File: config.mk
export PLATFORM = sky130hd
export DESIGN_NAME = fully_associative_tlb_random_replace
export DESIGN_NICKNAME = d
export VERILOG_FILES = /design/src/hdl/fatlb_pkg.sv /design/src/hdl/fatlb_victim_mod.sv /design/src/hdl/fatlb_ctrl.sv /design/src/hdl/fatlb_dp.sv /design/src/hdl/fully_associative_tlb_random_replace.sv
export SDC_FILE = /design/constraint.sdc
export NUM_CORES = 2
export LEC_CHECK = 0
export BUFFER_PORTS_ARGS = -buffer_cell sky130_fd_sc_hd__buf_2
export CORE_ASPECT_RATIO = 0.7
export CORE_MARGIN = 3
export CORE_UTILIZATION = 46
export DETAILED_ROUTE_END_ITERATION = 8
export SYNTH_ARGS = -nofsm -noshare
export SYNTH_HDL_FRONTEND = slang
export SYNTH_SLANG_ARGS = --single-unit
File: constraint.sdc
create_clock -name clock -period 5.5 [get_ports clock]
set_input_delay 0.275 -clock clock [delete_from_list [all_inputs] [get_ports clock]]
set_output_delay 0.275 -clock clock [all_outputs]
set_load 0.02 [all_outputs]
File: src/hdl/fatlb_pkg.sv
// fatlb_pkg: shared types and constants of the fully associative translation buffer
// holds the controller state type, the controller/datapath command and status structs
// no dependencies

package fatlb_pkg;

   // fixed field widths
   localparam int DATA_W = 32;
   localparam int LFSR_W = 16;

   // victim lfsr state after reset
   localparam logic [LFSR_W-1:0] LFSR_SEED = 16'hACE1;

   // operation codes of an input item
   localparam logic OP_LOOKUP = 1'b0;
   localparam logic OP_INSERT = 1'b1;

   // controller states
   typedef enum logic [2:0] {
      ST_IDLE,
      ST_COMPARE,
      ST_REDUCE,
      ST_RESPOND
   } fsm_state_type;

   // commands from the controller to the datapath
   typedef struct packed {
      logic load;      // capture a new item
      logic lookup;    // tag compare, frame read, hit or miss count
      logic fill;      // write the next free slot
      logic lfsr_step; // advance the lfsr and start the victim reduction
      logic replace;   // write the reduced victim slot
   } dp_cmd_type;

   // status from the datapath to the controller
   typedef struct packed {
      logic insert;       // held item is an insert
      logic full;         // every slot is filled
      logic victim_ready; // victim slot index has been reduced
   } dp_status_type;

endpackage

File: src/hdl/fatlb_victim_mod.sv
// fatlb_victim_mod: lfsr value modulo the entry count, as an estimate step and then a correcting step
// reciprocal multiply gives a quotient estimate, one correcting subtract fixes it; uses fatlb_pkg

module fatlb_victim_mod #(
   parameter int ENTRIES = 16
) (
   input  logic                                 clock,
   input  logic                                 reset,
   input  logic                                 start,
   input  logic [fatlb_pkg::LFSR_W-1:0]         value,
   output logic                                 done,
   output logic [((ENTRIES > 1) ? $clog2(ENTRIES) : 1)-1:0] remainder
);
   import fatlb_pkg::*;

   localparam int IDX_W  = (ENTRIES > 1) ? $clog2(ENTRIES) : 1;
   localparam int PROD_W = 2 * LFSR_W;
   localparam logic [IDX_W:0]    MODULUS = (IDX_W + 1)'(ENTRIES);
   localparam logic [LFSR_W-1:0] DIVISOR = LFSR_W'(ENTRIES);
   // floor of 2^16 over the entry count: the estimate is the quotient or one below it
   localparam logic [PROD_W-1:0] RECIP = PROD_W'((1 << LFSR_W) / ENTRIES);

   logic              run_ff, run_in;
   logic [LFSR_W-1:0] val_ff, val_in;
   logic [LFSR_W-1:0] quot_ff, quot_in;
   logic [IDX_W-1:0]  rem_ff, rem_in;
   logic [PROD_W-1:0] recip_prod;
   logic [LFSR_W-1:0] back_prod;
   logic [LFSR_W-1:0] diff;
   logic [IDX_W:0]    rem_wide;

   // start registers the quotient estimate, then the running step registers the remainder below the entry count
   always_comb begin
      recip_prod = {{LFSR_W{1'b0}}, value} * RECIP;
      back_prod  = quot_ff * DIVISOR;
      diff       = val_ff - back_prod;
      rem_wide   = diff[IDX_W:0];
      run_in     = start;
      val_in     = val_ff;
      quot_in    = quot_ff;
      rem_in     = rem_ff;
      if (start) begin
         val_in  = value;
         quot_in = recip_prod[PROD_W-1:LFSR_W];
      end
      if (run_ff) begin
         rem_in = (rem_wide >= MODULUS) ? IDX_W'(rem_wide - MODULUS) : rem_wide[IDX_W-1:0];
      end
   end

   always_ff @(posedge clock) begin
      if (reset) begin
         run_ff <= 1'b0;
      end else begin
         run_ff <= run_in;
      end
   end

   // dividend, quotient and remainder are payload
   always_ff @(posedge clock) begin
      val_ff  <= val_in;
      quot_ff <= quot_in;
      rem_ff  <= rem_in;
   end

   assign done      = !run_ff;
   assign remainder = rem_ff;

   // remainder always below the entry count once computed
   a_rem_range: assert property (@(posedge clock) disable iff (reset)
      run_ff |=> ({1'b0, rem_ff} < MODULUS))
      else $error("victim remainder out of range");

   // a start always deasserts done before the result is ready
   a_start_runs: assert property (@(posedge clock) disable iff (reset)
      start |=> !done)
      else $error("victim reduction finished without stepping");

   // the remainder step ends the reduction unless a new start arrives
   a_one_step: assert property (@(posedge clock) disable iff (reset)
      (run_ff && !start) |=> done)
      else $error("victim reduction did not finish");

endmodule

File: src/hdl/fatlb_ctrl.sv
// fatlb_ctrl: controller state machine of the translation buffer
// sequences compare, victim reduction and response; uses fatlb_pkg

module fatlb_ctrl (
   input  logic                     clock,
   input  logic                     reset,
   input  logic                     start,
   output logic                     busy,
   output logic                     rsp_valid,
   output fatlb_pkg::dp_cmd_type    cmd,
   input  fatlb_pkg::dp_status_type status
);
   import fatlb_pkg::*;

   fsm_state_type state_ff, state_in;
   logic          accept;

   assign accept = start && !busy;

   // next state
   always_comb begin
      state_in = state_ff;
      unique case (state_ff)
         ST_IDLE: begin
            if (start) state_in = ST_COMPARE;
         end
         ST_COMPARE: begin
            if (status.insert && status.full) state_in = ST_REDUCE;
            else                              state_in = ST_RESPOND;
         end
         ST_REDUCE: begin
            if (status.victim_ready) state_in = ST_RESPOND;
         end
         ST_RESPOND: begin
            state_in = start ? ST_COMPARE : ST_IDLE;
         end
         default: state_in = ST_IDLE;
      endcase
   end

   always_ff @(posedge clock) begin
      if (reset) begin
         state_ff <= ST_IDLE;
      end else begin
         state_ff <= state_in;
      end
   end

   // outputs and datapath commands
   always_comb begin
      cmd       = '0;
      busy      = 1'b0;
      rsp_valid = 1'b0;
      unique case (state_ff)
         ST_IDLE: begin
            cmd.load = start;
         end
         ST_COMPARE: begin
            busy          = 1'b1;
            cmd.lookup    = !status.insert;
            cmd.fill      = status.insert && !status.full;
            cmd.lfsr_step = status.insert && status.full;
         end
         ST_REDUCE: begin
            busy        = 1'b1;
            cmd.replace = status.victim_ready;
         end
         ST_RESPOND: begin
            rsp_valid = 1'b1;
            cmd.load  = start;
         end
         default: begin
            busy = 1'b1;
         end
      endcase
   end

   // an accepted item always goes to the compare step
   a_accept_compare: assert property (@(posedge clock) disable iff (reset)
      accept |=> (state_ff == ST_COMPARE))
      else $error("accepted item did not enter compare");

   // one strobe per item, never two in a row
   a_single_strobe: assert property (@(posedge clock) disable iff (reset)
      rsp_valid |=> !rsp_valid)
      else $error("response strobe held for two cycles");

   // at most one storing command at a time
   a_one_action: assert property (@(posedge clock) disable iff (reset)
      $onehot0({cmd.lookup, cmd.fill, cmd.lfsr_step, cmd.replace}))
      else $error("conflicting datapath commands");

   // the response always follows a compare or a replacement
   a_respond_origin: assert property (@(posedge clock) disable iff (reset)
      rsp_valid |-> ($past(state_ff) == ST_COMPARE || $past(cmd.replace)))
      else $error("response without completed work");

endmodule

File: src/hdl/fatlb_dp.sv
// fatlb_dp: datapath of the translation buffer
// tag cells, frame memory, counters, victim lfsr; uses fatlb_pkg and fatlb_victim_mod

module fatlb_dp #(
   parameter int ENTRIES = 16
) (
   input  logic                             clock,
   input  logic                             reset,
   input  fatlb_pkg::dp_cmd_type            cmd,
   output fatlb_pkg::dp_status_type         status,
   input  logic                             req_operation,
   input  logic [fatlb_pkg::DATA_W-1:0]     req_virtual_page,
   input  logic [fatlb_pkg::DATA_W-1:0]     req_physical_page,
   output logic                             rsp_hit,
   output logic [fatlb_pkg::DATA_W-1:0]     rsp_physical_result,
   output logic [fatlb_pkg::DATA_W-1:0]     rsp_hits_total,
   output logic [fatlb_pkg::DATA_W-1:0]     rsp_misses_total
);
   import fatlb_pkg::*;

   localparam int IDX_W = (ENTRIES > 1) ? $clog2(ENTRIES) : 1;
   localparam int CNT_W = $clog2(ENTRIES + 1);

   // held item
   logic              op_ff;
   logic [DATA_W-1:0] vpage_ff;
   logic [DATA_W-1:0] ppage_ff;

   // stores
   logic [DATA_W-1:0] tag_ff [ENTRIES];
   logic [DATA_W-1:0] frame_mem [ENTRIES];
   logic [ENTRIES-1:0] valid_ff, valid_in;
   logic [CNT_W-1:0]  filled_ff, filled_in;

   // counters and response
   logic [DATA_W-1:0] hits_ff, hits_in;
   logic [DATA_W-1:0] misses_ff, misses_in;
   logic [LFSR_W-1:0] lfsr_ff, lfsr_in, lfsr_next;
   logic              hit_ff, hit_in;
   logic [DATA_W-1:0] frame_rd_ff;

   // compare and selection
   logic [ENTRIES-1:0] match;
   logic               any_match;
   logic [IDX_W-1:0]   match_idx;
   logic [IDX_W-1:0]   victim_idx;
   logic [IDX_W-1:0]   wr_idx;
   logic               wr_en;
   logic               victim_done;
   logic               full;

   // item capture
   always_ff @(posedge clock) begin
      if (cmd.load) begin
         op_ff    <= req_operation;
         vpage_ff <= req_virtual_page;
         ppage_ff <= req_physical_page;
      end
   end

   // parallel tag compare against every valid cell
   always_comb begin
      for (int k = 0; k < ENTRIES; k++) begin
         match[k] = valid_ff[k] && (tag_ff[k] == vpage_ff);
      end
   end

   // lowest matching slot wins
   always_comb begin
      match_idx = '0;
      for (int k = ENTRIES - 1; k >= 0; k--) begin
         if (match[k]) match_idx = IDX_W'(k);
      end
   end

   assign any_match = |match;
   assign full      = (filled_ff == CNT_W'(ENTRIES));

   // fibonacci lfsr, taps 16 14 13 11
   assign lfsr_next = {lfsr_ff[0] ^ lfsr_ff[2] ^ lfsr_ff[3] ^ lfsr_ff[5],
                       lfsr_ff[LFSR_W-1:1]};

   // victim slot reduction
   fatlb_victim_mod #(
      .ENTRIES (ENTRIES)
   ) u_victim_mod (
      .clock     (clock),
      .reset     (reset),
      .start     (cmd.lfsr_step),
      .value     (lfsr_next),
      .done      (victim_done),
      .remainder (victim_idx)
   );

   // write port shared by fill and replacement
   assign wr_en  = cmd.fill || cmd.replace;
   assign wr_idx = cmd.replace ? victim_idx : IDX_W'(filled_ff);

   // control state next values
   always_comb begin
      valid_in  = valid_ff;
      filled_in = filled_ff;
      hits_in   = hits_ff;
      misses_in = misses_ff;
      lfsr_in   = lfsr_ff;
      hit_in    = hit_ff;
      if (wr_en) valid_in[wr_idx] = 1'b1;
      if (cmd.fill) filled_in = filled_ff + 1'b1;
      if (cmd.lfsr_step) lfsr_in = lfsr_next;
      if (cmd.lookup) begin
         hit_in = any_match;
         if (any_match) hits_in = hits_ff + 1'b1;
         else           misses_in = misses_ff + 1'b1;
      end
      if (wr_en) begin
         hit_in    = 1'b0;
         misses_in = misses_ff + 1'b1;
      end
   end

   always_ff @(posedge clock) begin
      if (reset) begin
         valid_ff  <= '0;
         filled_ff <= '0;
         hits_ff   <= '0;
         misses_ff <= '0;
         lfsr_ff   <= LFSR_SEED;
         hit_ff    <= 1'b0;
      end else begin
         valid_ff  <= valid_in;
         filled_ff <= filled_in;
         hits_ff   <= hits_in;
         misses_ff <= misses_in;
         lfsr_ff   <= lfsr_in;
         hit_ff    <= hit_in;
      end
   end

   // tag cells
   always_ff @(posedge clock) begin
      if (wr_en) tag_ff[wr_idx] <= vpage_ff;
   end

   // frame memory, one write and one registered read port
   always_ff @(posedge clock) begin
      if (wr_en) frame_mem[wr_idx] <= ppage_ff;
      if (cmd.lookup) frame_rd_ff <= frame_mem[match_idx];
   end

   assign status.insert       = (op_ff == OP_INSERT);
   assign status.full         = full;
   assign status.victim_ready = victim_done;

   assign rsp_hit             = hit_ff;
   assign rsp_physical_result = hit_ff ? frame_rd_ff : '0;
   assign rsp_hits_total      = hits_ff;
   assign rsp_misses_total    = misses_ff;

   // fill count never passes the entry count
   a_fill_bound: assert property (@(posedge clock) disable iff (reset)
      filled_ff <= CNT_W'(ENTRIES))
      else $error("fill count beyond entry count");

   // valid slots are exactly the filled prefix
   a_valid_count: assert property (@(posedge clock) disable iff (reset)
      $countones(valid_ff) == int'(filled_ff))
      else $error("valid bits disagree with fill count");

   // the lfsr never locks up at zero
   a_lfsr_live: assert property (@(posedge clock) disable iff (reset)
      lfsr_ff != '0)
      else $error("victim lfsr reached zero");

   // every lookup moves exactly one counter by one
   a_lookup_count: assert property (@(posedge clock) disable iff (reset)
      cmd.lookup |=> (hits_ff + misses_ff == $past(hits_ff) + $past(misses_ff) + 1'b1))
      else $error("lookup did not count once");

endmodule

File: src/hdl/fully_associative_tlb_random_replace.sv
// fully associative translation buffer with random replacement
// lookup and insert into a non-full buffer: accept, compare, then the result strobe in the respond state;
// next item taken in the strobe cycle
// insert into a full buffer: compare, then a wait in the reduce state for the lfsr modulo unit, then respond
// synchronous active-high reset clears valid bits and counters and loads the lfsr seed; no clearing pass
// results cannot be held off by the receiver; uses fatlb_pkg, fatlb_ctrl, fatlb_dp

module fully_associative_tlb_random_replace #(
   parameter int ENTRIES = 16
) (
   input  logic                         clock,
   input  logic                         reset,
   input  logic                         start,
   output logic                         busy,
   input  logic                         req_operation,
   input  logic [fatlb_pkg::DATA_W-1:0] req_virtual_page,
   input  logic [fatlb_pkg::DATA_W-1:0] req_physical_page,
   output logic                         rsp_valid,
   output logic                         rsp_hit,
   output logic [fatlb_pkg::DATA_W-1:0] rsp_physical_result,
   output logic [fatlb_pkg::DATA_W-1:0] rsp_hits_total,
   output logic [fatlb_pkg::DATA_W-1:0] rsp_misses_total
);
   import fatlb_pkg::*;

   dp_cmd_type    cmd;
   dp_status_type status;

   // controller
   fatlb_ctrl u_ctrl (
      .clock     (clock),
      .reset     (reset),
      .start     (start),
      .busy      (busy),
      .rsp_valid (rsp_valid),
      .cmd       (cmd),
      .status    (status)
   );

   // datapath
   fatlb_dp #(
      .ENTRIES (ENTRIES)
   ) u_dp (
      .clock               (clock),
      .reset               (reset),
      .cmd                 (cmd),
      .status              (status),
      .req_operation       (req_operation),
      .req_virtual_page    (req_virtual_page),
      .req_physical_page   (req_physical_page),
      .rsp_hit             (rsp_hit),
      .rsp_physical_result (rsp_physical_result),
      .rsp_hits_total      (rsp_hits_total),
      .rsp_misses_total    (rsp_misses_total)
   );

endmodule
==> flow_summary.yaml <==
setup_path:
  reg2reg_from: "u_dp.vpage_ff[0]"
  worstRegToRegCells: 13
  slowest_stage: "edfxtp_1"
  cp_data_required_time_ns: 5.93
  cp-start-kind: "flop"
  path_buf_inv: 3
  timing.rr.end: "u_dp.frame_rd_ff[26]"
  critical_path.max_stage_delay_ns: 0.97
  crit_path_end_kind: "flop"
  path_class: "reg2reg"
  cp_cell_sequence: "buf_4 > xor2_1 > nor4_1 > nand4_1 > or4_1 > nand2_1 > a31oi_2 > o311ai_4 > buf_12 > buf_12 > mux2_1 > a211oi_1 > o211ai_1"
  path_delay_family: "simple AND/OR/NAND/NOR gates"
  worstPathArrival_ns: 5.46
  rrSetupSlack_ns: 0.47
  critPathMostFrequentCell: "buf_12"
  crit_fanout: 52
yosys:
  synth-async-reset-ratio: 0
  yosysSeqAreaShare: 0.7092
  syn_area_um2: 50770
  yosysWarnings: 0
  syn_nets: 3397
  syn_avg_cell_area_um2: 15.29
  ys_seq_elements: 1234
  ys.flop_type: "edfxtp_1"
  syn_inst: 3321
  ys_types: 64
  synth_edf_count: 1129
global_routing:
  gr-total-overflow: 0
  grt_max_degree: 70
  antenna_found_initial: 4
  grt_pass1_wl_mm: 192.8
  grt_pass1_vias: 28236
  grt_use_total: 0.2291
drt:
  route.detailed.drc: 0
  ant_nets: 0
  vias: 29535
  detail_route.wl_per_cell_um: 25.73
  post_drt_via_cell_ratio: 5.689
  routed_wl_mm: 133.6
  drt-initial-drc-count: 3135
  first_pass_iters: 5
finish:
  mostFrequentLayoutCells: "edfxtp_1 (1129), xor2_1 (313), xnor2_1 (246)"
  final-instance-count-excl-fill: 5192
  drive_gt1_frac: 0.1432
  final_util: 0.5391
  nNetsFinal: 3731
  num-fill-cells: 8835
  final-seq-area_um2: 36000
  multiInputGateArea_um2: 14010
  area.growth.synth_to_final_pct: 15.67
  layout_commonest_cell: "edfxtp_1"
sta:
  finalSetupViolCount: 0
  setup_slack_ns: 0.4735
  fin_crit_sh: 0.9139
  fmax_mhz: 198.9
  fin_tns_setup_ns: 0
  skew_ns: 0.03116
  rsz0062_at_grt: "no"
  slew_viol_final: 0
  slew_headroom: 0.2181
  tightest_slew_ns: 1.173
  post-route-min-period_ns: 5.027
  hold_viol_final: 0
cts:
  cts_sinks: 1234
  clockRootBuffer: "clkbuf_16"
  cts_buffers: 113
  insertion_delay_ns: 0.72
  cts_tree: "built"
  htree_levels: 3
  clockBufferDepth: 3
  clk_pin_slew_ns: 0.07
  cts_resized: 0
power:
  seq_power_share: 0.497
  power_switching_mw: 6.963
  p_sw_frac: 0.2860
  peakVddDrop_mv: 0.3199
  power.density_nw_per_um2: 414.5
  total_power_mw: 24.34
  leakagePower_nw: 18.82
  combPwrFrac: 0.169
  p_int_mw: 17.38
  clock_power_share: 0.334
floorplanning:
  dieArea_um2: 114400
  die_w_um: 403.1
  rows: 101
  initial_core_util: 0.4660
  io_pins: 167
  core_area_um2: 108900
  die_h_um: 283.9
hold_path:
  hold_end: "u_dp.rsp_hits_total[4]"
  min_from: "reset"
  hold_depth: 2
  hold_class: "in2reg"
run_status:
  status: "finished, final reports clean"
place:
  dp_slack_ns: 0.1349
  gp_congestion: 0.8525
  placedCellCount: 4915
  dp_hpwl_mm: 79.79
  io_buffers: 166
job:
  cap_violations: 0
per-stage QoR:
step	instance area, um2	hold slack (ns)
after floorplan	50770	0.3739
after global placement	54220	0.4153
after detailed placement	54220	0.4171
after CTS	58710	0.04226
after global routing	58720	0.05819
final	58720	0.08252
worst max-delay path by stage:
stage,from,cells after the start,to,slack (ns)
floorplan,u_dp.filled_ff[0],7,u_dp.frame_mem[7][0],0.77
global placement,u_dp.vpage_ff[0],10,u_dp.rsp_misses_total[31],0.24
detailed placement,u_dp.vpage_ff[0],10,u_dp.rsp_misses_total[31],0.13
CTS,u_dp.vpage_ff[0],10,u_dp.rsp_misses_total[31],0.17
global route,u_dp.vpage_ff[0],13,u_dp.frame_rd_ff[26],0.34
finish,u_dp.vpage_ff[0],13,u_dp.frame_rd_ff[26],0.47
state kept, by name, indices dropped and copies added (netlist names), 4 cells and up:
| register | flops |
|---|---|
| u_dp.valid_ff | 16 |
| u_dp.tag_ff | 512 |
| u_dp.frame_mem | 512 |
| u_dp.vpage_ff | 32 |
| u_dp.lfsr_ff | 16 |
| u_dp.filled_ff | 5 |
| u_dp.u_victim_mod.remainder | 4 |
| u_dp.u_victim_mod.val_ff | 4 |
| u_dp.frame_rd_ff | 32 |
| u_dp.ppage_ff | 32 |
| u_dp.rsp_hits_total | 32 |
| u_dp.rsp_misses_total | 32 |
layout make-up:
type / instances / share of cell area
clock buffer: 135 / 0.05007
inverter: 34 / 0.002173
clock inverter: 74 / 0.01504
timing repair buffer: 366 / 0.05024
multi-input combinational: 1906 / 0.2386
tap: 1442 / 0.03072
antenna: 1 / 0.00004261
sequential: 1234 / 0.6131
cells in the mapped netlist, drive strengths merged, types with 4 or more instances:
cell	n	area, um2
nand2	114	430.4
inv	34	127.6
o21ai	22	110.1
nand3	49	245.2
mux2i	195	1952
nand2b	16	100.1
and3	23	143.9
a211o	4	35.03
nand4	117	732.0
xnor2	246	2155
o22a	32	280.3
nor2b	11	68.82
edfxtp	1129	33900
nor4	155	975.9
nand4b	13	113.9
dfxtp	105	2102
a31oi	6	43.79
or4	11	86.33
a211oi	33	247.7
xor2	313	2741
nor3b	6	45.04
nor4b	10	87.58
clkbuf	48	180.2
nand3b	10	75.07
and2	36	225.2
o22ai	33	206.5
or2	6	37.53
buf	99	643.1
nor3	33	165.2
or3b	4	35.04
or3	22	137.6
ha	8	100.1
nor2	196	735.7
a21oi	63	315.3
o211ai	34	255.2
mux2	64	720.7
power by group through the flow:
stage	logic [mW]	clock network [mW]	registers [mW]
after global routing	4.38	8.66	12.2
after detailed placement	4.03	0	12.3
final	4.10	8.14	12.1
after CTS	4.09	8.28	12.1
after floorplan	2.28	0	12.1
after global placement	4.02	0	12.3
kinds of logic after synthesis:
logic type | Yosys count | share of synthesized area
AO/OA/AOI/OAI | 246 | 0.03320
buffers and inverters | 181 | 0.01873
flip-flops | 1234 | 0.7092
AND/OR/NAND/NOR | 834 | 0.08781
XOR/XNOR | 559 | 0.09644
multiplexers | 259 | 0.05264
adder cells (fa/ha/maj) | 8 | 0.001972
layer usage:
| metal | vias to the layer above | part of all wire | track usage | wire, um |
|---|---|---|---|---|
| li1 | 13252 | - | - | - |
| met1 | 14902 | 0.48 | 0.3626 | 63950 |
| met2 | 1211 | 0.41 | 0.3192 | 55380 |
| met3 | 170 | 0.090 | 0.05513 | 12040 |
| met4 | 0 | 0.017 | 0.04667 | 2240 |
| met5 | - | 0 | 0 | 0 |
what timing repair did:
action                                 CTS  global route
hold buffers                            66             0
endpoints found under the hold margin   66             0
setup buffers                            0             0
Note: power is estimated with default switching activity, not from simulation.
